--- config.mk ---
export PLATFORM = sky130hd
export DESIGN_NAME = drrc_accum
export DESIGN_NICKNAME = d
export VERILOG_FILES = /design/src/rtl/drrc_pkg.sv /design/src/rtl/drrc_accum.sv
export SDC_FILE = /design/constraint.sdc
export NUM_CORES = 1
export LEC_CHECK = 0
export BUFFER_PORTS_ARGS = -buffer_cell sky130_fd_sc_hd__buf_2
export CORE_ASPECT_RATIO = 1.1
export CORE_MARGIN = 10
export CORE_UTILIZATION = 55
export DETAILED_ROUTE_END_ITERATION = 8
export GPL_TIMING_DRIVEN = 0
export PLACE_DENSITY = 0.86
export SLEW_MARGIN = 20
export SYNTH_ARGS = -nofsm -noshare
export SYNTH_HDL_FRONTEND = slang
export SYNTH_SLANG_ARGS = --single-unit
--- constraint.sdc ---
create_clock -name clk -period 10.5 [get_ports clk]
set_input_delay 2.1 -clock clk [delete_from_list [all_inputs] [get_ports clk]]
set_output_delay 2.1 -clock clk [all_outputs]
set_load 0.02 [all_outputs]
--- src/rtl/drrc_pkg.sv ---
// Shared types, header offsets, field constants and checksum fold for the DHCP reply checker.
package drrc_pkg;

  localparam int HDRS_BYTES     = 28;   // IPv4 header plus UDP header
  localparam int DHCP_END_BYTES = 268;  // end of the magic cookie

  // Configuration register indexes
  typedef enum logic [0:0] {
    REG_CLIENT_PORT = 1'b0,
    REG_XID         = 1'b1
  } cfg_reg_t;

  // Offsets within the first 512 bytes of the datagram
  typedef logic [8:0] off_t;

  localparam off_t OFF_VER_IHL    = 9'd0;
  localparam off_t OFF_TOT_LEN_HI = 9'd2;
  localparam off_t OFF_TOT_LEN_LO = 9'd3;
  localparam off_t OFF_FRAG_HI    = 9'd6;
  localparam off_t OFF_FRAG_LO    = 9'd7;
  localparam off_t OFF_PROTO      = 9'd9;
  localparam off_t OFF_IP_CK_HI   = 9'd10;
  localparam off_t OFF_IP_CK_LO   = 9'd11;
  localparam off_t OFF_SRC_ADDR   = 9'd12;
  localparam off_t OFF_UDP        = 9'd20;
  localparam off_t OFF_SPORT_LO   = 9'd21;
  localparam off_t OFF_DPORT_HI   = 9'd22;
  localparam off_t OFF_DPORT_LO   = 9'd23;
  localparam off_t OFF_ULEN_HI    = 9'd24;
  localparam off_t OFF_ULEN_LO    = 9'd25;
  localparam off_t OFF_UCK_HI     = 9'd26;
  localparam off_t OFF_UCK_LO     = 9'd27;
  localparam off_t OFF_OP         = 9'd28;
  localparam off_t OFF_HTYPE      = 9'd29;
  localparam off_t OFF_HLEN       = 9'd30;
  localparam off_t OFF_XID_0      = 9'd32;
  localparam off_t OFF_XID_1      = 9'd33;
  localparam off_t OFF_XID_2      = 9'd34;
  localparam off_t OFF_XID_3      = 9'd35;
  localparam off_t OFF_COOKIE_0   = 9'd264;
  localparam off_t OFF_COOKIE_1   = 9'd265;
  localparam off_t OFF_COOKIE_2   = 9'd266;
  localparam off_t OFF_COOKIE_3   = 9'd267;

  localparam logic [7:0] VER_MASK     = 8'hf0;
  localparam logic [7:0] IHL_MASK     = 8'h0f;
  localparam logic [7:0] IPV4_VER     = 8'h40;
  localparam logic [7:0] IHL_NO_OPTS  = 8'h05;
  localparam logic [7:0] FRAG_HI_MASK = 8'h3f;
  localparam logic [7:0] PROTO_UDP    = 8'd17;
  localparam logic [7:0] BOOTREPLY    = 8'd2;
  localparam logic [7:0] HTYPE_ETHER  = 8'd1;
  localparam logic [7:0] HLEN_ETHER   = 8'd6;
  localparam logic [7:0] COOKIE_0     = 8'h63;
  localparam logic [7:0] COOKIE_1     = 8'h82;
  localparam logic [7:0] COOKIE_2     = 8'h53;
  localparam logic [7:0] COOKIE_3     = 8'h63;

  typedef enum logic [2:0] {
    VERDICT_ACCEPT    = 3'd0,
    VERDICT_FILTERED  = 3'd1,
    VERDICT_TRUNCATED = 3'd2,
    VERDICT_BAD_IP    = 3'd3,
    VERDICT_BAD_UDP   = 3'd4
  } verdict_t;

  // Header captures and fixed-width sums of one datagram
  typedef struct packed {
    logic        filter_failed;
    logic [15:0] total_len;
    logic [15:0] udp_len;
    logic [15:0] udp_ck;
    logic [15:0] ip_ck;
    logic [15:0] udp_src;
    logic [15:0] udp_dst;
    logic [19:0] ip_sum;
    logic [19:0] pseudo_sum;
  } pkt_fields_t;

  // Ones' complement fold to 16 bits; three folds cover sums up to 48 bits
  function automatic logic [15:0] fold_complement(logic [47:0] s);
    logic [47:0] t;
    t = s;
    for (int i = 0; i < 3; i++) begin
      t = {32'd0, t[15:0]} + {16'd0, t[47:16]};
    end
    return ~t[15:0];
  endfunction

endpackage

--- src/rtl/drrc_accum.sv ---
// Per-byte header capture, filter tests and running checksums of one datagram.
module drrc_accum import drrc_pkg::*; #(
  parameter int MAX_PACKET_BYTES = 2048,
  localparam int CNT_W = $clog2(MAX_PACKET_BYTES + 1),
  localparam int SUM_W = 17 + $clog2(MAX_PACKET_BYTES)
) (
  input  logic              clk,
  input  logic              rst,
  input  logic              go,            // byte taken this cycle
  input  logic [7:0]        data,
  input  logic              last,
  input  logic [15:0]       client_port,
  input  logic [31:0]       xid,
  output pkt_fields_t       snap,          // state including this byte
  output logic [CNT_W-1:0]  snap_len,
  output logic [SUM_W-1:0]  snap_udp_sum
);

  pkt_fields_t       fields, fields_next;
  logic [CNT_W-1:0]  byte_count, byte_count_next;
  logic [SUM_W-1:0]  udp_sum, udp_sum_next;

  logic              in_range;
  logic              head;
  off_t              off;
  logic [15:0]       w;
  logic [16:0]       off_ext;
  logic [16:0]       udp_end;
  logic              ok;

  always_comb begin
    fields_next     = fields;
    byte_count_next = byte_count;
    udp_sum_next    = udp_sum;
    ok              = 1'b1;

    in_range = byte_count < CNT_W'(MAX_PACKET_BYTES);
    head     = (byte_count >> 9) == '0;
    off      = byte_count[8:0];
    off_ext  = 17'(byte_count);
    w        = byte_count[0] ? {8'd0, data} : {data, 8'd0};
    udp_end  = 17'(OFF_UDP) + {1'b0, fields.udp_len};

    if (in_range) begin
      byte_count_next = byte_count + 1'b1;

      if (off_ext >= 17'(HDRS_BYTES) && off_ext < udp_end) begin
        udp_sum_next = udp_sum + SUM_W'(w);
      end

      if (head) begin
        if (off < OFF_UDP && off != OFF_IP_CK_HI && off != OFF_IP_CK_LO) begin
          fields_next.ip_sum = fields.ip_sum + 20'(w);
        end
        if (off == OFF_PROTO || (off >= OFF_SRC_ADDR && off < OFF_UDP)) begin
          fields_next.pseudo_sum = fields.pseudo_sum + 20'(w);
        end

        case (off)
          OFF_VER_IHL: begin
            ok = ((data & VER_MASK) == IPV4_VER) && ((data & IHL_MASK) == IHL_NO_OPTS);
          end
          OFF_TOT_LEN_HI, OFF_TOT_LEN_LO: begin
            fields_next.total_len = {fields.total_len[7:0], data};
          end
          OFF_FRAG_HI: ok = (data & FRAG_HI_MASK) == 8'd0;
          OFF_FRAG_LO: ok = data == 8'd0;
          OFF_PROTO:   ok = data == PROTO_UDP;
          OFF_IP_CK_HI, OFF_IP_CK_LO: begin
            fields_next.ip_ck = {fields.ip_ck[7:0], data};
          end
          OFF_UDP, OFF_SPORT_LO: begin
            fields_next.udp_src = {fields.udp_src[7:0], data};
          end
          OFF_DPORT_HI: begin
            fields_next.udp_dst = {fields.udp_dst[7:0], data};
            ok = data == client_port[15:8];
          end
          OFF_DPORT_LO: begin
            fields_next.udp_dst = {fields.udp_dst[7:0], data};
            ok = data == client_port[7:0];
          end
          OFF_ULEN_HI, OFF_ULEN_LO: begin
            fields_next.udp_len = {fields.udp_len[7:0], data};
          end
          OFF_UCK_HI, OFF_UCK_LO: begin
            fields_next.udp_ck = {fields.udp_ck[7:0], data};
          end
          OFF_OP:       ok = data == BOOTREPLY;
          OFF_HTYPE:    ok = data == HTYPE_ETHER;
          OFF_HLEN:     ok = data == HLEN_ETHER;
          OFF_XID_0:    ok = data == xid[31:24];
          OFF_XID_1:    ok = data == xid[23:16];
          OFF_XID_2:    ok = data == xid[15:8];
          OFF_XID_3:    ok = data == xid[7:0];
          OFF_COOKIE_0: ok = data == COOKIE_0;
          OFF_COOKIE_1: ok = data == COOKIE_1;
          OFF_COOKIE_2: ok = data == COOKIE_2;
          OFF_COOKIE_3: ok = data == COOKIE_3;
          default: ;
        endcase
      end
    end

    fields_next.filter_failed = fields.filter_failed | ~ok;
  end

  assign snap         = fields_next;
  assign snap_len     = byte_count_next;
  assign snap_udp_sum = udp_sum_next;

  always_ff @(posedge clk) begin
    if (rst) begin
      fields     <= '0;
      byte_count <= '0;
      udp_sum    <= '0;
    end else if (go) begin
      if (last) begin
        // clear for the next datagram
        fields     <= '0;
        byte_count <= '0;
        udp_sum    <= '0;
      end else begin
        fields     <= fields_next;
        byte_count <= byte_count_next;
        udp_sum    <= udp_sum_next;
      end
    end
  end

  a_clear_after_last: assert property (@(posedge clk) disable iff (rst)
    (go && last) |=> (byte_count == '0 && !fields.filter_failed && udp_sum == '0))
    else $error("accumulator not cleared after final byte");

  a_count_capped: assert property (@(posedge clk) disable iff (rst)
    byte_count <= CNT_W'(MAX_PACKET_BYTES))
    else $error("byte count beyond maximum");

  a_count_advance: assert property (@(posedge clk) disable iff (rst)
    (go && !last && byte_count < CNT_W'(MAX_PACKET_BYTES)) |=>
      byte_count == $past(byte_count) + 1'b1)
    else $error("byte count did not advance");

endmodule

==> impl_metrics.ini <==
[run_status]
status = completed

[placement]
port-buffer-count = 232
dp_hpwl_mm = 32.1
dpl_cell_area_sq_um = 13600
dp.cells = 1976
gp_congestion = 0.948
dp_slack_ns = 2.84

[floorplanning]
pin_count = 237
die_h_microns = 176
rows = 56
dieArea_sq_um = 28300
core_sq_um = 21500
start_util_pct = 56.2
die_x_microns = 161

[hold_path]
hold_path.class = reg -> reg

[power]
leakagePower_nw = 6.27
ir_worst_vdd_uv = 118
powerDensity_nw_per_um2 = 106
power_mw = 1.50

[finish]
drive_gt1_share_pct = 24.0
final_cell_mix = buf_2 (241), nor2_1 (196), dfxtp_1 (177)
nFillCells = 1780
final_cells = 2008
area_growth_syn_to_layout_pct = 17.5
final_nets = 1832
layout_commonest_cell = buf_2
final_util_pct = 66.0
final_area_sq_um = 14200
antenna_cells = 0

[route]
totalWireLength_mm = 42.2
routed_via_density = 6.33
firstDrtPassIters = 7
avgRoutedWirePerCell_microns = 21.0
drtIter0Drc = 1181
via_count = 12700
top_layer_used = met4
drcViolationCount = 0
wl_met2_mm = 19.9
wl_met3_mm = 4.37
wl_met1_mm = 16.7
antenna_left = 0

[global_routing]
grt-ovfl-total = 0
antenna_found_initial = 1
grt_pass1_vias = 12200
grt_max_degree = 20
grt_use_total_pct = 28.5
grt_first_pass_wirelength_mm = 65.8

[sta]
max_freq_ghz = 0.128
tightest_slew_ns = 0.943
finalSetupTns_ns = 0
period_share_pct = 74.2
slew_viol_final = 0
fin_crit_ns = 7.80
clock_skew_ns = 0.0175
setup_viol = 0
rsz0062_at_grt = false
fin_ws_ns = 2.70
relSlewSlack_pct = 37.1
final-hold-violation-count = 0
timing.hold.ws_ns = 0.492

[setup_path]
startpoint_type = input port
path_buf_inv = 2
cp.required_ns = 8.40
crit_path_max_incr_delay_ns = 0.58
crit_start = data[1]
endpoint_kind = primary output
crit_path_cell_trace = clkbuf_1 > and2_1 > ha_1 > a211oi_1 > o21a_1 > o21ai_0 > o211ai_1 > nand2_1 > and2_1 > nor2b_1 > xnor2_1 > buf_2
r2r_slack_ns = 6.67
path_depth = 12
critical_path.most_common_cell = and2_1
crit_end = snap_udp_sum[25]
path_delay_family = simple AND/OR/NAND/NOR gates
cp_slowest_cell = clkbuf_1
worstPathArrival_ns = 5.70
critPathKind = in -> out
reg2reg_to = udp_sum[26]
worstPathMaxFanout = 10
reg2regPathDepth = 13
rr_startpoint = byte_count[0]

[synth]
synth_ff_type = dfxtp_1
ys_ff_latch = 177
synth-seq-area-share_pct = 29.3
synth_area_sq_um = 12100
synthTopCellsByArea = dfxtp_1 (29%), mux2_2 (9.4%), a22oi_1 (8.4%), ha_1 (6.6%), nor2_1 (6.1%)
synth_area_leader_cell = dfxtp_1
synthArstFlopShare_pct = 0
yosysTopAreaCellShare_pct = 29.3
avgSynthCellArea_sq_um = 8.32
syn_inst = 1454
ys_warn_count = 0
synth.distinct_cells = 86
syn_nets = 1581
synth-edff-count = 0

[clocking]
cts.sinks = 177
cts_setup_buffers = 0
cts_max_level = 4
cts_tree = yes
cts_buffer_depth = 2
clkSlewWorstSetupHoldPaths_ns = 0.07
clkLatencyLatePin_ns = 0.45
holdBufCountCts = 0
clockRootBuffer = clkbuf_16
cts_buffers = 17
cts-resized-gates = 0

[job]
drv_cap = 0
## area by class of cell
cell class	instances	area, sq um	share of cell area (%)
Sequential cell	177	3540	24.9
Inverter	28	105	0.740
Timing Repair Buffer	232	1160	8.17
Clock buffer	17	425	2.99
Multi-Input combinational cell	1151	8030	56.5
Tap cell	290	363	2.55
Clock inverter	15	166	1.17
Buffer	98	410	2.89
## worst reg2reg max path: cells and delay by family, from the launching register on
| family | cells | cell delay [ns] |
|---|---|---|
| flip-flops | 1 | 0.52 |
| AO/OA/AOI/OAI | 5 | 1.09 |
| adder cells (fa/ha/maj) | 2 | 0.53 |
| AND/OR/NAND/NOR | 4 | 1.02 |
| buffers and inverters | 2 | 0.57 |
## synthesized netlist by cell type (5+ instances only)
library cell,number
o21a_1,9
a21o_1,14
o21ai_0,74
nor2_1,196
or3_1,7
ha_1,64
o31ai_1,5
a22o_1,25
nor2b_1,14
and3_1,13
nand2b_1,6
nand2_1,112
nand3_1,27
a21oi_1,66
and2_1,16
dfxtp_1,177
mux2_2,101
buf_2,9
o211ai_1,8
nor4_1,11
nand4_1,5
a31oi_1,15
buf_1,5
o41ai_1,5
o22ai_1,7
a211oi_1,6
nor3_1,25
inv_1,27
xnor2_1,50
a32oi_1,6
clkbuf_1,77
o21bai_1,13
xor2_1,37
a22oi_1,135
## state kept, by name, indices dropped and copies added (netlist names)
signal / count
fields: 137
byte_count: 12
udp_sum: 28
## how the worst min path moves through the flow
stage / startpoint / endpoint / cells past startpoint
detailed placement: fields[31] / fields[31] / 2
floorplan: fields[31] / fields[31] / 2
global placement: fields[31] / fields[31] / 2
finish: fields[31] / fields[31] / 2
global route: fields[10] / fields[10] / 1
CTS: fields[31] / fields[31] / 2
## cells by family after synthesis
kind of cell / count (synthesis) / share of synthesized area [%]
DFF: 177 / 29.3
xor gates and xnor gates: 87 / 6.30
buffers and inverters: 126 / 4.26
AOI/OAI and AO/OA: 436 / 25.6
and+or+nand+nor: 458 / 17.8
muxes: 103 / 9.61
adders and majority gates: 67 / 7.12
## report_power, final
group,switching [mW],leakage [nW],internal [mW]
Sequential,0.00299,1.43,0.673
Combinational,0.124,4.56,0.0517
Clock,0.327,0.288,0.321
Total,0.454,6.27,1.05
## routing by layer
layer,vias to the layer above,track usage (%)
met5,-,0
met2,717,47.2
li1,5859,-
met3,112,7.67
met4,0,9.48
met1,6014,35.0
Note: power is estimated with default switching activity, not from simulation.
